===== src/rtl/rect_to_polar_converter_core_defines.svh =====
// Assertion macros for the rectangular to polar converter.
// Bodies expect a clock named clk and a synchronous reset named rst in scope.
`ifndef RECT_TO_POLAR_CONVERTER_CORE_DEFINES_SVH
`define RECT_TO_POLAR_CONVERTER_CORE_DEFINES_SVH

// Condition must hold in the same cycle as the trigger.
`define R2P_ASSERT_SAME(lbl, ante, cons, msg) \
  lbl: assert property (@(posedge clk) disable iff (rst) (ante) |-> (cons)) else $error(msg);

// Condition must hold in the cycle after the trigger.
`define R2P_ASSERT_NEXT(lbl, ante, cons, msg) \
  lbl: assert property (@(posedge clk) disable iff (rst) (ante) |=> (cons)) else $error(msg);

`endif


===== src/rtl/r2p_pkg.sv =====
// Shared constants for the rectangular to polar converter.
// No dependencies.
`default_nettype none

package r2p_pkg;

  localparam int SAMPLE_WIDTH_DEF = 16;
  localparam int ANGLE_STEPS_DEF  = 16;

  // CORDIC datapath: samples prescaled so that they sit just below bit 40
  localparam int CORDIC_FRAC = 40;
  localparam int CORDIC_XW   = 44;
  localparam int CORDIC_ZW   = 35;   // angle in Q2.30 with headroom

  localparam int PHASE_W      = 16;
  localparam int PHASE_PI_Q13 = 25736;
  localparam int PHASE_SHIFT  = 17;  // Q2.30 -> Q3.13
  localparam int PHASE_ROUND  = 65536;

  localparam logic signed [CORDIC_ZW-1:0] PI_Q30 = CORDIC_ZW'(64'sd3373259426);
  // half pi placed so that the final rounding yields exactly 12868
  localparam logic signed [CORDIC_ZW-1:0] HALF_PI_Z = CORDIC_ZW'(64'sd1686634496);

  localparam logic [31:0] ATAN_Q30 [0:31] = '{
    32'h3243F6A9, 32'h1DAC6705, 32'h0FADBAFD, 32'h07F56EA7,
    32'h03FEAB77, 32'h01FFD55C, 32'h00FFFAAB, 32'h007FFF55,
    32'h003FFFEB, 32'h001FFFFD, 32'h00100000, 32'h00080000,
    32'h00040000, 32'h00020000, 32'h00010000, 32'h00008000,
    32'h00004000, 32'h00002000, 32'h00001000, 32'h00000800,
    32'h00000400, 32'h00000200, 32'h00000100, 32'h00000080,
    32'h00000040, 32'h00000020, 32'h00000010, 32'h00000008,
    32'h00000004, 32'h00000002, 32'h00000001, 32'h00000000
  };

endpackage

`default_nettype wire


===== src/rtl/r2p_in_if.sv =====
// Sample channel: valid/ready handshake carrying one complex sample per item.
// No dependencies.
`default_nettype none

interface r2p_in_if #(
  parameter int SAMPLE_WIDTH = 16
) ();
  logic                           valid;
  logic                           ready;
  logic signed [SAMPLE_WIDTH-1:0] real_part;
  logic signed [SAMPLE_WIDTH-1:0] imag_part;
  logic                           last_sample;

  modport source (output valid, real_part, imag_part, last_sample, input ready);
  modport sink (input valid, real_part, imag_part, last_sample, output ready);
endinterface

`default_nettype wire


===== src/rtl/r2p_prep.sv =====
// Front stage: squares for the root, quadrant fold and prescale for CORDIC.
// Uses r2p_pkg and the r2p_in_if channel.
`default_nettype none

module r2p_prep import r2p_pkg::*; #(
  parameter int SAMPLE_WIDTH = SAMPLE_WIDTH_DEF
) (
  input  logic                          clk,
  input  logic                          rst,
  r2p_in_if.sink                        samples,
  input  logic                          out_ready,
  output logic                          out_valid,
  output logic signed [CORDIC_XW-1:0]   out_x,
  output logic signed [CORDIC_XW-1:0]   out_y,
  output logic signed [CORDIC_ZW-1:0]   out_z,
  output logic [2*SAMPLE_WIDTH-1:0]     out_rad,
  output logic                          out_last
);

  localparam int SW       = SAMPLE_WIDTH;
  localparam int PRESCALE = CORDIC_FRAC - SW;
  localparam int PAD      = CORDIC_XW - SW - 1 - PRESCALE;

  logic              en;
  logic signed [SW-1:0] re, im;
  logic              re_zero, im_zero, re_neg, im_neg;
  logic signed [SW:0] re_ext, im_ext, vx, vy;
  logic [SW-1:0]     ure, uim;
  logic [2*SW-1:0]   sq_re, sq_im;
  logic signed [CORDIC_XW-1:0] x_next, y_next;
  logic signed [CORDIC_ZW-1:0] z_next;
  logic [2*SW-1:0]   rad_next;

  assign en            = !out_valid || out_ready;
  assign samples.ready = en;

  always_comb begin
    re      = samples.real_part;
    im      = samples.imag_part;
    re_zero = (re == '0);
    im_zero = (im == '0);
    re_neg  = re[SW-1];
    im_neg  = im[SW-1];
    re_ext  = {re[SW-1], re};
    im_ext  = {im[SW-1], im};
    // left half plane: rotate by pi first
    vx      = re_neg ? -re_ext : re_ext;
    vy      = re_neg ? -im_ext : im_ext;
    x_next  = {{PAD{vx[SW]}}, vx, {PRESCALE{1'b0}}};
    y_next  = re_zero ? '0 : {{PAD{vy[SW]}}, vy, {PRESCALE{1'b0}}};
    if (re_zero) begin
      // y forced to 0 so no micro-rotation fires; angle is final here
      if (im_zero) begin
        z_next = '0;
      end else if (im_neg) begin
        z_next = -HALF_PI_Z;
      end else begin
        z_next = HALF_PI_Z;
      end
    end else if (re_neg) begin
      z_next = im_neg ? -PI_Q30 : PI_Q30;
    end else begin
      z_next = '0;
    end
    ure      = re_neg ? (~re + 1'b1) : re;
    uim      = im_neg ? (~im + 1'b1) : im;
    sq_re    = ure * ure;
    sq_im    = uim * uim;
    rad_next = sq_re + sq_im;
  end

  always_ff @(posedge clk) begin
    if (rst) begin
      out_valid <= 1'b0;
    end else if (en) begin
      out_valid <= samples.valid;
    end
  end

  always_ff @(posedge clk) begin
    if (en && samples.valid) begin
      out_x    <= x_next;
      out_y    <= y_next;
      out_z    <= z_next;
      out_rad  <= rad_next;
      out_last <= samples.last_sample;
    end
  end

endmodule

`default_nettype wire


===== src/flat_wrapper.sv =====
// flat-port wrapper written by rule: the top's interface ports become plain ports
module r2p_prep_flat import r2p_pkg::*;
#(
  parameter int SAMPLE_WIDTH = SAMPLE_WIDTH_DEF
)
  (clk, rst, out_ready, out_valid, out_x, out_y, out_z, out_rad, out_last, samples_valid, samples_real_part, samples_imag_part, samples_last_sample, samples_ready);
  r2p_in_if #(.SAMPLE_WIDTH(SAMPLE_WIDTH)) samples_i ();
  input  logic clk;
  input  logic rst;
  input  logic out_ready;
  output logic out_valid;
  output logic signed [CORDIC_XW-1:0] out_x;
  output logic signed [CORDIC_XW-1:0] out_y;
  output logic signed [CORDIC_ZW-1:0] out_z;
  output logic [2*SAMPLE_WIDTH-1:0] out_rad;
  output logic out_last;
  input wire logic [$bits(samples_i.valid)-1:0] samples_valid;
  input wire logic [$bits(samples_i.real_part)-1:0] samples_real_part;
  input wire logic [$bits(samples_i.imag_part)-1:0] samples_imag_part;
  input wire logic [$bits(samples_i.last_sample)-1:0] samples_last_sample;
  output wire logic [$bits(samples_i.ready)-1:0] samples_ready;
  assign samples_i.valid = samples_valid;
  assign samples_i.real_part = samples_real_part;
  assign samples_i.imag_part = samples_imag_part;
  assign samples_i.last_sample = samples_last_sample;
  assign samples_ready = samples_i.ready;
  r2p_prep #(.SAMPLE_WIDTH(SAMPLE_WIDTH)) u_core (.clk(clk), .rst(rst), .samples(samples_i), .out_ready(out_ready), .out_valid(out_valid), .out_x(out_x), .out_y(out_y), .out_z(out_z), .out_rad(out_rad), .out_last(out_last));
endmodule

===== config.mk =====
export PLATFORM = sky130hd
export DESIGN_NAME = r2p_prep_flat
export DESIGN_NICKNAME = d
export VERILOG_FILES = /design/src/rtl/rect_to_polar_converter_core_defines.svh /design/src/rtl/r2p_pkg.sv /design/src/rtl/r2p_in_if.sv /design/src/rtl/r2p_prep.sv /design/src/flat_wrapper.sv
export SDC_FILE = /design/constraint.sdc
export NUM_CORES = 1
export LEC_CHECK = 0
export BUFFER_PORTS_ARGS = -buffer_cell sky130_fd_sc_hd__buf_4
export CAP_MARGIN = 10
export CORE_UTILIZATION = 60
export DETAILED_ROUTE_END_ITERATION = 12
export HOLD_SLACK_MARGIN = 0.12
export PLACE_DENSITY = 0.81
export SLEW_MARGIN = 40
export SYNTH_ARGS = -nofsm -noshare
export SYNTH_HDL_FRONTEND = slang
export SYNTH_SLANG_ARGS = --single-unit

===== constraint.sdc =====
create_clock -name clk -period 12.6 [get_ports clk]
set_input_delay 0 -clock clk [delete_from_list [all_inputs] [get_ports clk]]
set_output_delay 0 -clock clk [all_outputs]
set_load 0.01 [all_outputs]

* Word-level counts from Yosys, hierarchy flattened
Index checks and enable logic that the tools add are counted.
** Word-level totals
- Flip-flop bits (word level) :: 127
- Word-level logic and storage cells :: 31
** Operators by class
- Add/sub/neg operators :: 5
- $mul :: 2
- Mux-type cells :: 9
- Bitwise operators :: 2
- Reduce and logical (&&, ||, !) cells :: 5
** Operator list (number)
- $mux W35 :: 5
- $mul A16 B16 Y32 :: 2
- $mux W17 :: 2
- $neg A16 Y17 :: 2
- $add A16 B1 Y16 const B :: 2
- $add A32 B32 Y32 :: 1
- $logic_not A16 Y1 :: 2
- $mux W16 :: 2
- $not A16 Y16 :: 2
- $logic_and A1 B1 Y1 :: 1
- $logic_not A1 Y1 :: 1
- $logic_or A1 B1 Y1 :: 1

* Longest topological paths before layout
- Depth in word-level cells :: 5
- Gate-level depth with buffers :: 34
- Gate-level depth less buffers :: 31

* Least setup slack after synthesis
OpenSTA, ideal clock, no wires.
- Path kind :: input port to flip-flop
- Start :: input port samples_real_part[0]
- End :: register u_core.out_rad[28], data pin
- Library setup time :: 273 ps
- Arrival :: 8126 ps
- Required time :: 12327 ps
- Slack :: 4201 ps
- Stages on the path :: 30
- Buffers on the path :: 3
- Cell sequence :: clkbuf_1 inv_1 clkbuf_1 ha_1 or3b_4 or3_1 and2_1 xnor2_2 inv_2 clkbuf_1 nand2_1 fa_1 fa_1 inv_1 fa_1 inv_1 fa_1 inv_1 fa_1 fa_1 fa_1 fa_1 ha_1 a21o_1 nand4_1 nand4b_1 a2111oi_0 o31ai_1 a211oi_1 nor3_1
** Between the ends
- Longest elaborated chain between the ends :: 5
** Ends and longest elaborated chain
- from (decl) :: RTL line flat_wrapper.sv:18 : input wire logic [$bits(samples_i.real_part)-1:0] samples_real_part;
- $not A16 Y16 :: RTL line r2p_prep.sv:65 : ure = re_neg ? (~re + 1'b1) : re;
- $add A16 B1 Y16 :: RTL line r2p_prep.sv:65
- $mux W16 :: RTL line r2p_prep.sv:65
- named net u_core.ure[12] :: RTL line r2p_prep.sv:28 : logic [SW-1:0] ure, uim;
- $mul A16 B16 Y32 :: RTL line r2p_prep.sv:67 : sq_re = ure * ure;
- $add A32 B32 Y32 :: RTL line r2p_prep.sv:69 : rad_next = sq_re + sq_im;
- named net u_core.rad_next[28] :: RTL line r2p_prep.sv:32 : logic [2*SW-1:0] rad_next;
- to (signal assigned) :: RTL line r2p_prep.sv:85 : out_rad <= rad_next;
- to (decl) :: RTL line r2p_prep.sv:16 : output logic [2*SAMPLE_WIDTH-1:0] out_rad,
The timed path passes the listed nets, and every way through them passes these cells.
A chain may end at the register's enable or synchronous reset.

* Worst setup path after layout
- Start :: input port samples_imag_part[0]
- End :: register u_core.out_rad[31], data pin
** Between the ends
- Longest elaborated chain between the ends :: 5
** Ends and longest elaborated chain
- from (decl) :: RTL line flat_wrapper.sv:19 : input wire logic [$bits(samples_i.imag_part)-1:0] samples_imag_part;
- $not A16 Y16 :: RTL line r2p_prep.sv:66 : uim = im_neg ? (~im + 1'b1) : im;
- $add A16 B1 Y16 :: RTL line r2p_prep.sv:66
- $mux W16 * :: RTL line r2p_prep.sv:66
- $mul A16 B16 Y32 * :: RTL line r2p_prep.sv:68 : sq_im = uim * uim;
- $add A32 B32 Y32 * :: RTL line r2p_prep.sv:69
- named net u_core.rad_next[31] :: RTL line r2p_prep.sv:32
Mark *: on every way through the listed nets, which the timed path passes. The rest lies on a longest branch.

==> run metrics <==
CP arrival about 10 ns; vias in the first global route around 14000; # rows 63; synth warn 0; Post-Synthesis Cells ~1900; Worst R2R End u_core.out_y[39]$_SDFFCE_PN0P_; vias per cell 5.42; FILL cells ~2300; skew final roughly 0.015 ns; GRT Util Overall 0.294; worst skew pair latency about 0.38 ns; EDFF count, synth between 70 and 80; synthesized flop and latch total 76; CTS buffer count 9; CTS sink cnt between 70 and 80; initial core utilization 0.614; largest net degree at the start of global routing 43; sequential share of the synthesized area 0.124; clock tree buffer depth 2; worst slew pin tran slightly above 0.8 ns; die area roughly 31000 µm²; average size of a mapped cell ~9.7 µm²; share of layout cells above drive strength 1 0.102; global route total overflow 0; initial antenna violation count 0; routability cong. roughly 0.97; Yosys cell types around 60; fin crit period ~10 ns; Final Non-Filler Cells 2420; antenna-violating nets left 0; final worst path period share 0.781; Area growth, synth to finish 9.57%; Worst Setup SP samples_imag_part[0]; post-synth top area cell fa_1; post-cts sizing count 0; Final Hold Viols 0; IO Pins just under 200; cell area after synthesis 18400 µm²; Final TNS setup 0 ns; Startpoint Class input pin; largest cells by area after synthesis fa_1, ha_1, edfxtp_1; R2R Setup Slk about 11 ns; async set-reset flop share out of synthesis 0; CP Class input pin to flop; Max-slew headroom 0.454; die height approximately 180 µm; fin. max-slew vios 0; Layout Nets 2637; mean routed wirelength per cell between 15 and 20 µm; CP endpoint u_core.out_rad[31]$_DFFE_PP_; CTS tree built; CTS H-tree lvls 3; final wirelength approximately 43 mm; RSZ-0062 raised after global routing no; dominant synthesized flop cell edfxtp_1; CP endpoint kind flop; Hold Path Origin samples_real_part[9]; max_cap viols 0; status completed; RR Startpoint u_core.out_valid$_SDFFE_PP0N_; ant diodes 0; worst reg-to-reg path cell count 3; drt pass-1 iters 5; clock-pin slew on the worst setup and hold paths about 0.08 ns; first-pass GRT wire length a little under 70 mm; Post-DP HPWL around 36 mm; Hold WC Path Type input pin to flop; CORE AREA around 30000 µm²; number of port buffers about 150; Die W roughly 180 µm; number of setup violations in the final report 0; Yosys top cell area share 0.418; CTS root buffer clkbuf_16; Via Count 13100; Placed Instances 2383; Req. time, crit path around 13 ns; First DRT Iteration DRCs 864; CP max FO 16; Max Fclk approximately 100 MHz; # DRC 0
-- Yosys cell counts (4+ instances only) --
cell type / n
o21ai_0: 20
ha_1: 192
nand2b_1: 10
and2_1: 24
or4_1: 4
clkinv_1: 6
clkbuf_1: 32
a21oi_1: 31
xnor2_1: 42
nor2b_1: 4
inv_2: 6
buf_4: 81
nor2_1: 138
or3_1: 10
fa_1: 383
edfxtp_1: 75
nand2_1: 157
o21ai_1: 6
nand4_1: 4
inv_1: 532
xor2_1: 32
nand3_1: 9
o211ai_1: 6
nor3_1: 9
o31ai_1: 5
a21o_1: 21
-- cell usage in the layout, fill, tap and decap left out, types with 10 or more instances in the layout --
cell type,count
inv_1,532
fa_1,383
ha_1,192
buf_4,162
nand2_1,157
nor2_1,138
edfxtp_1,75
conb_1,50
xnor2_1,39
a21oi_1,31
xor2_1,27
and2_1,23
a21o_1,21
dlygate4sd3_1,21
o21ai_0,20
or3_1,10
nand2b_1,10
-- cell type report --
cell class	instances	area, µm²	area share
clock buffer	9	225	0.0112
inverter	544	2040	0.102
multi-input combinational	1210	13500	0.673
tap	390	488	0.0243
sequential	76	2270	0.113
clock inverter	7	103	0.00510
timing repair buffer	184	1450	0.0719
-- metrics by stage --
step	setup slack, ns	hold slack, ns	utilization	instance area (µm²)
CTS	2.82	0.161	0.672	20100
finish	2.76	0.172	0.673	20100
detailed placement	3.05	0.156	0.654	19500
global placement	3.16	0.154	0.652	19500
floorplan	4.20	0.0691	-	18500
global route	2.28	0.175	0.673	20100
-- logic make-up (layout without fill, tap and decap cells) --
kind of cell / after synthesis / count (layout) / synth area share
compound gates: 118 / 118 / 0.0424
xor+xnor: 78 / 78 / 0.0392
fa+ha+maj: 575 / 575 / 0.549
buf+inv: 662 / 744 / 0.153
flops: 76 / 76 / 0.124
mux: 1 / 1 / 0.000614
other cells: 1 / 50 / 0.000204
simple gates: 388 / 388 / 0.0925
-- repair_timing --
action                                 4_1_cts  5_1_grt
endpoints found under the hold margin       21        0
setup buffers                                0        0
hold buffers                                21        0
-- worst max-delay path: stages --
cell	delay, ns
dlygate4sd3_1	0.54
buf_4	0.18
inv_1	0.40
ha_1	0.30
nor3b_1	0.49
nand2_1	0.25
or2_1	0.30
o21ai_0	0.29
xor2_2	0.53
nor2_1	0.15
fa_1	0.60
inv_1	0.07
fa_1	0.54
inv_1	0.05
fa_1	0.50
fa_1	0.57
fa_1	0.42
fa_1	0.40
fa_1	0.53
fa_1	0.48
ha_1	0.38
a21o_1	0.18
a21o_1	0.16
a221o_1	0.37
a22oi_1	0.45
a31oi_1	0.28
a221oi_1	0.40
xor2_1	0.12
-- layer usage --
metal	wire, µm	global-route usage	vias to the layer above
met2	22700	0.517	588
met3	3250	0.0483	161
li1	-	-	5761
met5	0	0	-
met1	14600	0.340	6614
met4	2310	0.164	0
-- how the worst min path moves through the flow --
stage,end,cells past startpoint
2_1_floorplan,u_core.out_valid$_SDFFE_PP0N_,1
3_3_place_gp,u_core.out_valid$_SDFFE_PP0N_,2
3_5_place_dp,u_core.out_valid$_SDFFE_PP0N_,2
4_1_cts,u_core.out_x[33]$_DFFE_PP_,3
5_1_grt,u_core.out_x[33]$_DFFE_PP_,3
6_report,u_core.out_x[33]$_DFFE_PP_,3
-- registers in the layout, summed over array words and instances, names as in the netlist --
| signal | flops |
|---|---|
| u_core.out_rad | 32 |
| u_core.out_x | 17 |
| u_core.out_y | 17 |
| u_core.out_z | 8 |
| u_core.out_last | 1 |
| u_core.out_valid | 1 |
Power is not shown: default switching activity piles up to over one toggle a cycle in this logic, so the estimate is an artifact.
