$ cat src/rtl/rect_to_polar_converter_core_defines.svh
// Assertion macros for the rectangular to polar converter.
// Bodies expect a clock named clk and a synchronous reset named rst in scope.
`ifndef RECT_TO_POLAR_CONVERTER_CORE_DEFINES_SVH
`define RECT_TO_POLAR_CONVERTER_CORE_DEFINES_SVH

// Condition must hold in the same cycle as the trigger.
`define R2P_ASSERT_SAME(lbl, ante, cons, msg) \
  lbl: assert property (@(posedge clk) disable iff (rst) (ante) |-> (cons)) else $error(msg);

// Condition must hold in the cycle after the trigger.
`define R2P_ASSERT_NEXT(lbl, ante, cons, msg) \
  lbl: assert property (@(posedge clk) disable iff (rst) (ante) |=> (cons)) else $error(msg);

`endif

$ cat src/rtl/r2p_pkg.sv
// Shared constants for the rectangular to polar converter.
// No dependencies.
`default_nettype none

package r2p_pkg;

  localparam int SAMPLE_WIDTH_DEF = 16;
  localparam int ANGLE_STEPS_DEF  = 16;

  // CORDIC datapath: samples prescaled so that they sit just below bit 40
  localparam int CORDIC_FRAC = 40;
  localparam int CORDIC_XW   = 44;
  localparam int CORDIC_ZW   = 35;   // angle in Q2.30 with headroom

  localparam int PHASE_W      = 16;
  localparam int PHASE_PI_Q13 = 25736;
  localparam int PHASE_SHIFT  = 17;  // Q2.30 -> Q3.13
  localparam int PHASE_ROUND  = 65536;

  localparam logic signed [CORDIC_ZW-1:0] PI_Q30 = CORDIC_ZW'(64'sd3373259426);
  // half pi placed so that the final rounding yields exactly 12868
  localparam logic signed [CORDIC_ZW-1:0] HALF_PI_Z = CORDIC_ZW'(64'sd1686634496);

  localparam logic [31:0] ATAN_Q30 [0:31] = '{
    32'h3243F6A9, 32'h1DAC6705, 32'h0FADBAFD, 32'h07F56EA7,
    32'h03FEAB77, 32'h01FFD55C, 32'h00FFFAAB, 32'h007FFF55,
    32'h003FFFEB, 32'h001FFFFD, 32'h00100000, 32'h00080000,
    32'h00040000, 32'h00020000, 32'h00010000, 32'h00008000,
    32'h00004000, 32'h00002000, 32'h00001000, 32'h00000800,
    32'h00000400, 32'h00000200, 32'h00000100, 32'h00000080,
    32'h00000040, 32'h00000020, 32'h00000010, 32'h00000008,
    32'h00000004, 32'h00000002, 32'h00000001, 32'h00000000
  };

endpackage

`default_nettype wire

$ cat src/rtl/r2p_stage.sv
// One pipeline stage: a CORDIC vectoring micro-rotation and one root bit, each passed through once its steps run out.
// Uses r2p_pkg.
`default_nettype none

module r2p_stage import r2p_pkg::*; #(
  parameter int SAMPLE_WIDTH = SAMPLE_WIDTH_DEF,
  parameter int ANGLE_STEPS  = ANGLE_STEPS_DEF,
  parameter int STEP         = 0
) (
  input  logic                          clk,
  input  logic                          rst,
  input  logic                          in_valid,
  output logic                          in_ready,
  input  logic signed [CORDIC_XW-1:0]   in_x,
  input  logic signed [CORDIC_XW-1:0]   in_y,
  input  logic signed [CORDIC_ZW-1:0]   in_z,
  input  logic [2*SAMPLE_WIDTH-1:0]     in_rad,
  input  logic [SAMPLE_WIDTH-1:0]       in_root,
  input  logic [SAMPLE_WIDTH:0]         in_rem,
  input  logic                          in_last,
  input  logic                          out_ready,
  output logic                          out_valid,
  output logic signed [CORDIC_XW-1:0]   out_x,
  output logic signed [CORDIC_XW-1:0]   out_y,
  output logic signed [CORDIC_ZW-1:0]   out_z,
  output logic [2*SAMPLE_WIDTH-1:0]     out_rad,
  output logic [SAMPLE_WIDTH-1:0]       out_root,
  output logic [SAMPLE_WIDTH:0]         out_rem,
  output logic                          out_last
);

  localparam int SW = SAMPLE_WIDTH;

  logic                        en;
  logic signed [CORDIC_XW-1:0] x_next, y_next;
  logic signed [CORDIC_ZW-1:0] z_next;
  logic [2*SW-1:0]             rad_next;
  logic [SW-1:0]               root_next;
  logic [SW:0]                 rem_next;

  assign en       = !out_valid || out_ready;
  assign in_ready = en;

  generate
    if (STEP < ANGLE_STEPS) begin : g_rot
      logic signed [CORDIC_XW-1:0] xs, ys;
      logic signed [CORDIC_ZW-1:0] atan_z;
      always_comb begin
        xs     = in_x >>> STEP;
        ys     = in_y >>> STEP;
        atan_z = {{(CORDIC_ZW-32){1'b0}}, ATAN_Q30[STEP]};
        x_next = in_x;
        y_next = in_y;
        z_next = in_z;
        if (in_y[CORDIC_XW-1]) begin
          x_next = in_x - ys;
          y_next = in_y + xs;
          z_next = in_z - atan_z;
        end else if (in_y != '0) begin
          x_next = in_x + ys;
          y_next = in_y - xs;
          z_next = in_z + atan_z;
        end
      end
    end else begin : g_rot_pass
      always_comb begin
        x_next = in_x;
        y_next = in_y;
        z_next = in_z;
      end
    end

    if (STEP < SW) begin : g_root
      // restoring square root, two radicand bits per stage
      logic [SW+2:0] acc, trial, diff;
      logic          take;
      always_comb begin
        acc       = {in_rem, in_rad[2*SW-1 -: 2]};
        trial     = {1'b0, in_root, 2'b01};
        diff      = acc - trial;
        take      = (acc >= trial);
        rem_next  = take ? diff[SW:0] : acc[SW:0];
        root_next = {in_root[SW-2:0], take};
        rad_next  = {in_rad[2*SW-3:0], 2'b00};
      end
    end else begin : g_root_pass
      always_comb begin
        rem_next  = in_rem;
        root_next = in_root;
        rad_next  = in_rad;
      end
    end
  endgenerate

  always_ff @(posedge clk) begin
    if (rst) begin
      out_valid <= 1'b0;
    end else if (en) begin
      out_valid <= in_valid;
    end
  end

  always_ff @(posedge clk) begin
    if (en && in_valid) begin
      out_x    <= x_next;
      out_y    <= y_next;
      out_z    <= z_next;
      out_rad  <= rad_next;
      out_root <= root_next;
      out_rem  <= rem_next;
      out_last <= in_last;
    end
  end

endmodule

`default_nettype wire

$ cat config.mk
export PLATFORM = sky130hd
export DESIGN_NAME = r2p_stage
export DESIGN_NICKNAME = d
export VERILOG_FILES = /design/src/rtl/rect_to_polar_converter_core_defines.svh /design/src/rtl/r2p_pkg.sv /design/src/rtl/r2p_stage.sv
export SDC_FILE = /design/constraint.sdc
export NUM_CORES = 1
export LEC_CHECK = 0
export ABC_AREA = 1
export BUFFER_PORTS_ARGS = -buffer_cell sky130_fd_sc_hd__buf_2
export CAP_MARGIN = 15
export CORE_MARGIN = 8
export CORE_UTILIZATION = 45
export DETAILED_ROUTE_END_ITERATION = 10
export PLACE_DENSITY = 0.64
export SKIP_LAST_GASP = 1
export SLEW_MARGIN = 20
export SYNTH_ARGS = -nofsm -noshare
export SYNTH_HDL_FRONTEND = slang
export SYNTH_SLANG_ARGS = --single-unit
export TNS_END_PERCENT = 10
$ cat constraint.sdc
create_clock -name clk -period 12 [get_ports clk]
set_clock_uncertainty 0.15 [all_clocks]
set_input_delay 0 -clock clk [delete_from_list [all_inputs] [get_ports clk]]
set_output_delay 0 -clock clk [all_outputs]
set_load 0.02 [all_outputs]
## Yosys cells after proc, flatten, opt, wreduce, memory -nomap -nowiden

Cells that the tools add are included.

| cells by class | value |
|---|---|
| add/sub/neg operators | 6 |
| $lt $le $gt $ge | 1 |
| multiplexer cells | 7 |
| reduce and logical (&&, ||, !) cells | 4 |

Operators with widths:

| cell | number |
|---|---|
| $mux W44 | 4 |
| $sub A44 B44 Y44 | 2 |
| $mux W35 | 2 |
| $add A44 B44 Y44 | 1 |
| $reduce_bool A44 Y1 | 1 |
| $add A35 B31 Y35 const B | 1 |
| $sub A35 B31 Y35 const B | 1 |
| $ge A19 B18 Y1 | 1 |
| $mux W17 | 1 |
| $sub A17 B17 Y17 | 1 |
| $logic_and A1 B1 Y1 | 1 |
| $logic_not A1 Y1 | 1 |
| $logic_or A1 B1 Y1 | 1 |

| word-level totals | value |
|---|---|
| register bits | 188 |
| input bits | 193 |
| logic and storage cells | 26 |

## Longest topological paths before layout

Gate-level depths: netlist (run 1).

| logic depth | value |
|---|---|
| depth after elaboration | 3 |
| mapped depth | 18 |
| gate-level depth less buffers | 17 |

## Least setup slack after synthesis (run 1)

OpenSTA, ideal clock, no wires.

| timing path | value |
|---|---|
| path kind | register to register |
| start | reg out_valid |
| end | reg out_last, enable pin |
| data arrival time | 9411 ps |
| setup slack | 1642 ps |
| stages on the path, launching flop included | 2 |
| buffers on the path | 0 |
| path through | dfxtp_1 -> a21oi_1 |

| on the way | value |
|---|---|
| cells in the longest elaborated chain, start to end | 3 |

RTL lines:

| element | RTL line | text |
|---|---|---|
| start, declared | r2p_stage.sv:22 | `output logic out_valid,` |
| start signal, assigned | r2p_stage.sv:99 | `out_valid <= in_valid;` |
| $logic_not A1 Y1 | r2p_stage.sv:41 | `assign en = !out_valid \|\| out_ready;` |
| $logic_or A1 B1 Y1 | r2p_stage.sv:41 |  |
| $logic_and A1 B1 Y1 | r2p_stage.sv:104 | `if (en && in_valid) begin` |
| end signal, assigned | r2p_stage.sv:111 | `out_last <= in_last;` |
| end, declared | r2p_stage.sv:29 | `output logic out_last` |

Every way passes these cells.
A chain may end at the register's enable or synchronous reset.

## Final worst setup path (run 1)

| timing path | value |
|---|---|
| start | in in_y[43] |
| end | reg out_z[31], data pin |

| on the way | value |
|---|---|
| cells in the longest elaborated chain, start to end | 3 |

RTL lines:

| element | RTL line | text |
|---|---|---|
| start, declared | r2p_stage.sv:15 | `input logic signed [CORDIC_XW-1:0] in_y,` |
| $reduce_bool A44 Y1 | r2p_stage.sv:59 | `end else if (in_y != '0) begin` |
| $mux W35 | r2p_stage.sv:59 |  |
| $mux W35 * | r2p_stage.sv:55 | `if (in_y[CORDIC_XW-1]) begin` |
| named net z_next[31] | r2p_stage.sv:36 | `logic signed [CORDIC_ZW-1:0] z_next;` |
| end signal, assigned | r2p_stage.sv:107 | `out_z <= z_next;` |
| end, declared | r2p_stage.sv:25 | `output logic signed [CORDIC_ZW-1:0] out_z,` |

The timed path passes the listed nets; every way through them passes the cells marked *.

==> flow_summary.toml, run 1 <==
[finish]
final_common_cell = "nand2_1"
drive_gt1_frac = 0.128
layout_common_cells = "nand2_1 (1063), inv_1 (537), buf_2 (380)"
fin_util = 0.560
layout.nets = 4088
area_delta_synth_final_pct = 23.6

[synthesis]
yosys.cell_types.count = 50
synth_adder_area_share = 0.0942
synth_xor_area_frac = 0.0309
synth_edf_count = 187
synth_compound_area_frac = 0.110
syn_area_sq_mm = 0.0204
synth_top_family_by_area = "simple AND/OR/NAND/NOR gates"
synth_cells = 3220
syn_area_per_cell_sq_um = 6.34
ys_ff_latch = 188
ys.flop_type = "edfxtp_1"
synthMuxAreaShare = 0
synth-seq-area-share = 0.276
synth_simple_gate_area_frac = 0.362
synth-async-reset-ratio = 0
yosys_warnings = 0

[global_route]
antenna_found_initial = 3
grt_use_total = 0.341
grt_pass1_vias = 23855
grt_pass1_wl_mm = 139
gr-total-overflow = 0
grt_start_max_net_pins = 74

[worst_setup_path]
r2r_end = "out_rem[11]"
reg2reg_slack_ns = 9.52
crit_start = "in_y[43]"
crit-reg2reg-launch = "out_valid"
critPathArrivalTime_ns = 4.26
start_kind = "primary input"
rr_worst_depth = 3
path_max_fanout = 45
endpoint_kind = "register"
path_class = "primary input to register"
critPathRequiredTime_ns = 12.12

[floorplan]
rows = 78
ios = 384
dieArea_sq_mm = 0.0524
die_h_um = 229
start_util = 0.453
die-width_um = 229
coreArea_sq_mm = 0.0451

[drt]
wl_per_cell_um = 21.1
ant_nets = 0
drtIter0Drc = 2417
viasPerCell = 5.51
vias = 24001
remaining_drc_errors = 0
drt_pre_antenna_iters = 8
wirelength_mm = 92.2

[job]
maxCapViolCount = 0

[sta]
fin_crit_sh = 0.345
relSlewSlack = 0.290
finalHoldViolations = 0
slew_viol_final = 0
rsz0062_at_grt = "no"
worstMarginPinSlew_ns = 1.06
tns_ns = 0
setup_viol = 0
worst_slack_ns = 7.86
min_period_ns = 4.14
max_freq_mhz = 241

[power_and_ir_drop]
finalPower_uw = 2480
peakVddDrop_mv = 0.0961
powerDensity_mw_per_mm2 = 98.2
p_leak_uw = 0.0132

[clock_network]
htreeDepth = 4
cts_buffers = 17
cts_sinks = 188
cts_root_buffer = "clkbuf_16"
cts_max_path_buffers = 2
clk_pin_slew_ns = 0.09
clk_latency_ns = 0.51
cts_tree = "done"
post_cts_buffers = 0

[min_path]
holdPathEnd = "out_rad[29]"
min_from = "in_rad[27]"
min_delay_path_depth = 2
hp-class = "primary input to register"

[placed_design]
pre_cts_slack_ns = 8.84
gp_congestion = 1.07
dp_hpwl_mm = 73.7
port_buffers = 381

[status]
status = "completed"
## layout make-up
type,instances,area [sq um]
Fill cell,4500,19800
Multi-Input combinational cell,2401,12200
Sequential cell,188,5640
Timing Repair Buffer,588,3960
Inverter,547,2060
Tap cell,600,751
Clock buffer,17,425
Clock inverter,15,190
Antenna cell,2,5.00
## worst max-delay path: stages
cell and delay, ns:
dlygate4sd3_1 0.54, buf_4 0.30, inv_4 0.27, nand4_1 0.19
nor2_1 0.05, nand2_1 0.08, nor2_2 0.04, nand2_2 0.08
buf_4 0.50, clkinv_1 0.18, buf_4 0.34, a21oi_1 0.26
nand3_1 0.10, nand2_1 0.06, dlygate4sd3_1 0.54, nand2_1 0.05
dlygate4sd3_1 0.55
## sequential cells by signal, summed over array words and instances, names as in the netlist
register,cells
out_last,1
out_rem,17
out_rad,30
out_x,44
out_z,35
out_valid,1
out_y,44
out_root,16
## worst max path at each step
stage | end | slack, ns | depth (start not counted)
final | out_z[31] | 7.86 | 17
after global routing | out_z[31] | 7.72 | 17
after CTS | out_z[31] | 8.02 | 17
after detailed placement | out_y[31] | 8.84 | 12
after global placement | out_y[31] | 8.83 | 12
after floorplan | out_last | 1.64 | 1
## per-stage QoR
step                instance area [sq um]  hold slack (ns)  std cells
detailed placement                  22600          0.00927       4124
finish                              25200           0.0395       4358
global placement                    22600          0.00778       4124
global route                        25200           0.0241       4357
floorplan                           20400          -0.0809       3221
CTS                                 25200           0.0199       4356
## per-layer routing
| layer | global-route usage | up-vias | wire length [um] |
|---|---|---|---|
| li1 | - | 11341 | - |
| met1 | 0.415 | 11142 | 37000 |
| met2 | 0.560 | 1248 | 42000 |
| met3 | 0.0635 | 268 | 7450 |
| met4 | 0.201 | 2 | 5740 |
| met5 | 0 | - | 13 |
## what timing repair did
item,in CTS,in global routing
resized for setup,0,0
hold buffers,200,0
setup endpoints to repair,0,0
hold endpoints to repair,146,0
## where the power goes
part / switching, uW / internal [uW]
Sequential: 21.6 / 810
Combinational: 699 / 326
Clock: 337 / 285
Total: 1060 / 1420
## cells by family after synthesis
group,after synthesis
fa+ha+maj,152
simple gates,1776
xor+xnor,72
flops,188
other cells,1
buf+inv,632
compound gates,399
## synth_stat cells (4+ instances only)
library cell  count  share of area
o21a_1            4         0.0015
buf_6             4         0.0022
o21ai_1          10         0.0025
nand3_1         292          0.072
nand4_1          43          0.013
inv_1           537          0.099
clkbuf_1         11         0.0020
o21ai_0         102          0.025
o211ai_1         12         0.0044
ha_1            149          0.091
a21oi_1         184          0.045
nand2_2          14         0.0043
o22ai_1          23         0.0070
buf_4            36          0.013
o21bai_1         34          0.013
and2_1            4         0.0012
nor4_1           15         0.0046
buf_2            29         0.0071
nor2_1          282          0.052
o221ai_1         11         0.0047
edfxtp_1        187           0.28
xor2_1           69          0.030
nand3b_1          7         0.0026
inv_2             8         0.0015
nor3_1           19         0.0047
nor2_2           22         0.0067
nand2_1        1063           0.20
Power figures use the tool's default switching activity.
==> run 2: changes to the inputs <==
- clock period: 12 -> 4.28 ns (I/O delays scaled with it)
==> flow_summary.toml, run 2 (synthesis results as in run 1) <==
[worst_setup_path]
critPathRequiredTime_ns = 4.41
path_class = "primary input to register"
endpoint_kind = "register"
path_max_fanout = 18
critPathArrivalTime_ns = 4.22
start_kind = "primary input"

[floorplan]
rows = 78
dieArea_sq_mm = 0.0524
die_h_um = 229
ios = 384
die-width_um = 229
coreArea_sq_mm = 0.0451
start_util = 0.453

[drt]
ant_nets = 0
vias = 24196
drt_pre_antenna_iters = 7
wirelength_mm = 95.0
viasPerCell = 5.57
remaining_drc_errors = 0
drtIter0Drc = 3139
wl_per_cell_um = 21.9

[clock_network]
clk_latency_ns = 0.52
htreeDepth = 4
cts_buffers = 17
cts_sinks = 188
cts_max_path_buffers = 2
cts_tree = "done"
clk_pin_slew_ns = 0.09
cts_root_buffer = "clkbuf_16"

[global_route]
grt_pass1_wl_mm = 139
grt_pass1_vias = 23504
grt_start_max_net_pins = 82
gr-total-overflow = 0
grt_use_total = 0.346
antenna_found_initial = 3

[sta]
fin_crit_sh = 0.956
max_freq_mhz = 244
worstMarginPinSlew_ns = 0.941
tns_ns = 0
setup_viol = 0
finalHoldViolations = 0
slew_viol_final = 0
worst_slack_ns = 0.188
rsz0062_at_grt = "no"
min_period_ns = 4.09
relSlewSlack = 0.373

[power_and_ir_drop]
peakVddDrop_mv = 0.283
p_leak_uw = 0.0131
powerDensity_mw_per_mm2 = 278

[job]
maxCapViolCount = 0

[finish]
reg.largest.list = "out_x x44, out_y x44, out_z x35"
drive_gt1_frac = 0.129
layout_common_cells = "nand2_1 (1063), inv_1 (537), buf_2 (381)"
layout.nets = 4078
fillerInstances = 4411
area_delta_synth_final_pct = 23.4
final_common_cell = "nand2_1"

[placed_design]
dp_hpwl_mm = 74.7
pre_cts_slack_ns = 1.03
port_buffers = 381
gp_congestion = 1.06

[status]
status = "completed"

[min_path]
hp-class = "primary input to register"
## run 2: area by class of cell
class	instances	area [sq um]	share of cell area
tap	600	751	0.0298
sequential	188	5640	0.224
clock buffer	17	425	0.0169
antenna	1	2.50	0.0000994
clock inverter	15	210	0.00835
multi-input combinational	2401	12200	0.485
inverter	547	2060	0.0816
timing repair buffer	578	3880	0.154
## run 2: worst max-delay path, cell delays in order
cell           delay (ns)
dlygate4sd3_1        0.55
buf_2                0.14
inv_1                0.13
nand4_1              0.14
nor2_1               0.08
and2_1               0.17
nand2_2              0.43
clkinv_1             0.84
a21oi_1              0.41
nand3_1              0.12
nand2_1              0.07
dlygate4sd3_1        0.54
nand2_1              0.04
dlygate4sd3_1        0.54
## run 2: path summary, 6_finish.rpt
path             start           to  slack, ns  cells after the start
max            in_y[0]    out_z[31]       0.19                     14
min          in_rad[8]  out_rad[10]       0.05                      2
max reg2reg  out_valid    out_y[15]       2.16                      2
min reg2reg  out_valid     out_x[1]       0.78                      2
## run 2: where the power goes
| part | internal [uW] | switching [uW] | total, uW |
|---|---|---|---|
| registers | 2270 | 61.9 | 2330 |
| logic | 903 | 1990 | 2890 |
| clock network | 807 | 971 | 1780 |
| total | 3980 | 3020 | 7000 |
## run 2: layer usage
| metal | vias to the layer above | share of wire | track usage |
|---|---|---|---|
| li1 | 11311 | - | - |
| met1 | 11196 | 0.39 | 0.421 |
| met2 | 1413 | 0.47 | 0.583 |
| met3 | 274 | 0.090 | 0.0703 |
| met4 | 2 | 0.053 | 0.162 |
| met5 | - | 0.00053 | 0 |
## run 2: repair_timing
item	in CTS	in global routing
gates resized for setup	0	0
buffers inserted	0	0
hold endpoints to repair	157	0
hold buffers	187	0
## run 2: stage by stage
step	hold WS, ns	instances	area [sq um]	total power, uW	util
6_report	0.0450	4347	25200	7000	0.559
5_1_grt	0.0359	4347	25200	7280	0.559
4_1_cts	0.0188	4346	25200	6900	0.558
3_5_place_dp	0.0108	4127	22700	4990	0.503
3_3_place_gp	0.00546	4127	22700	4980	0.503
2_1_floorplan	-0.0809	3221	20400	4080	-
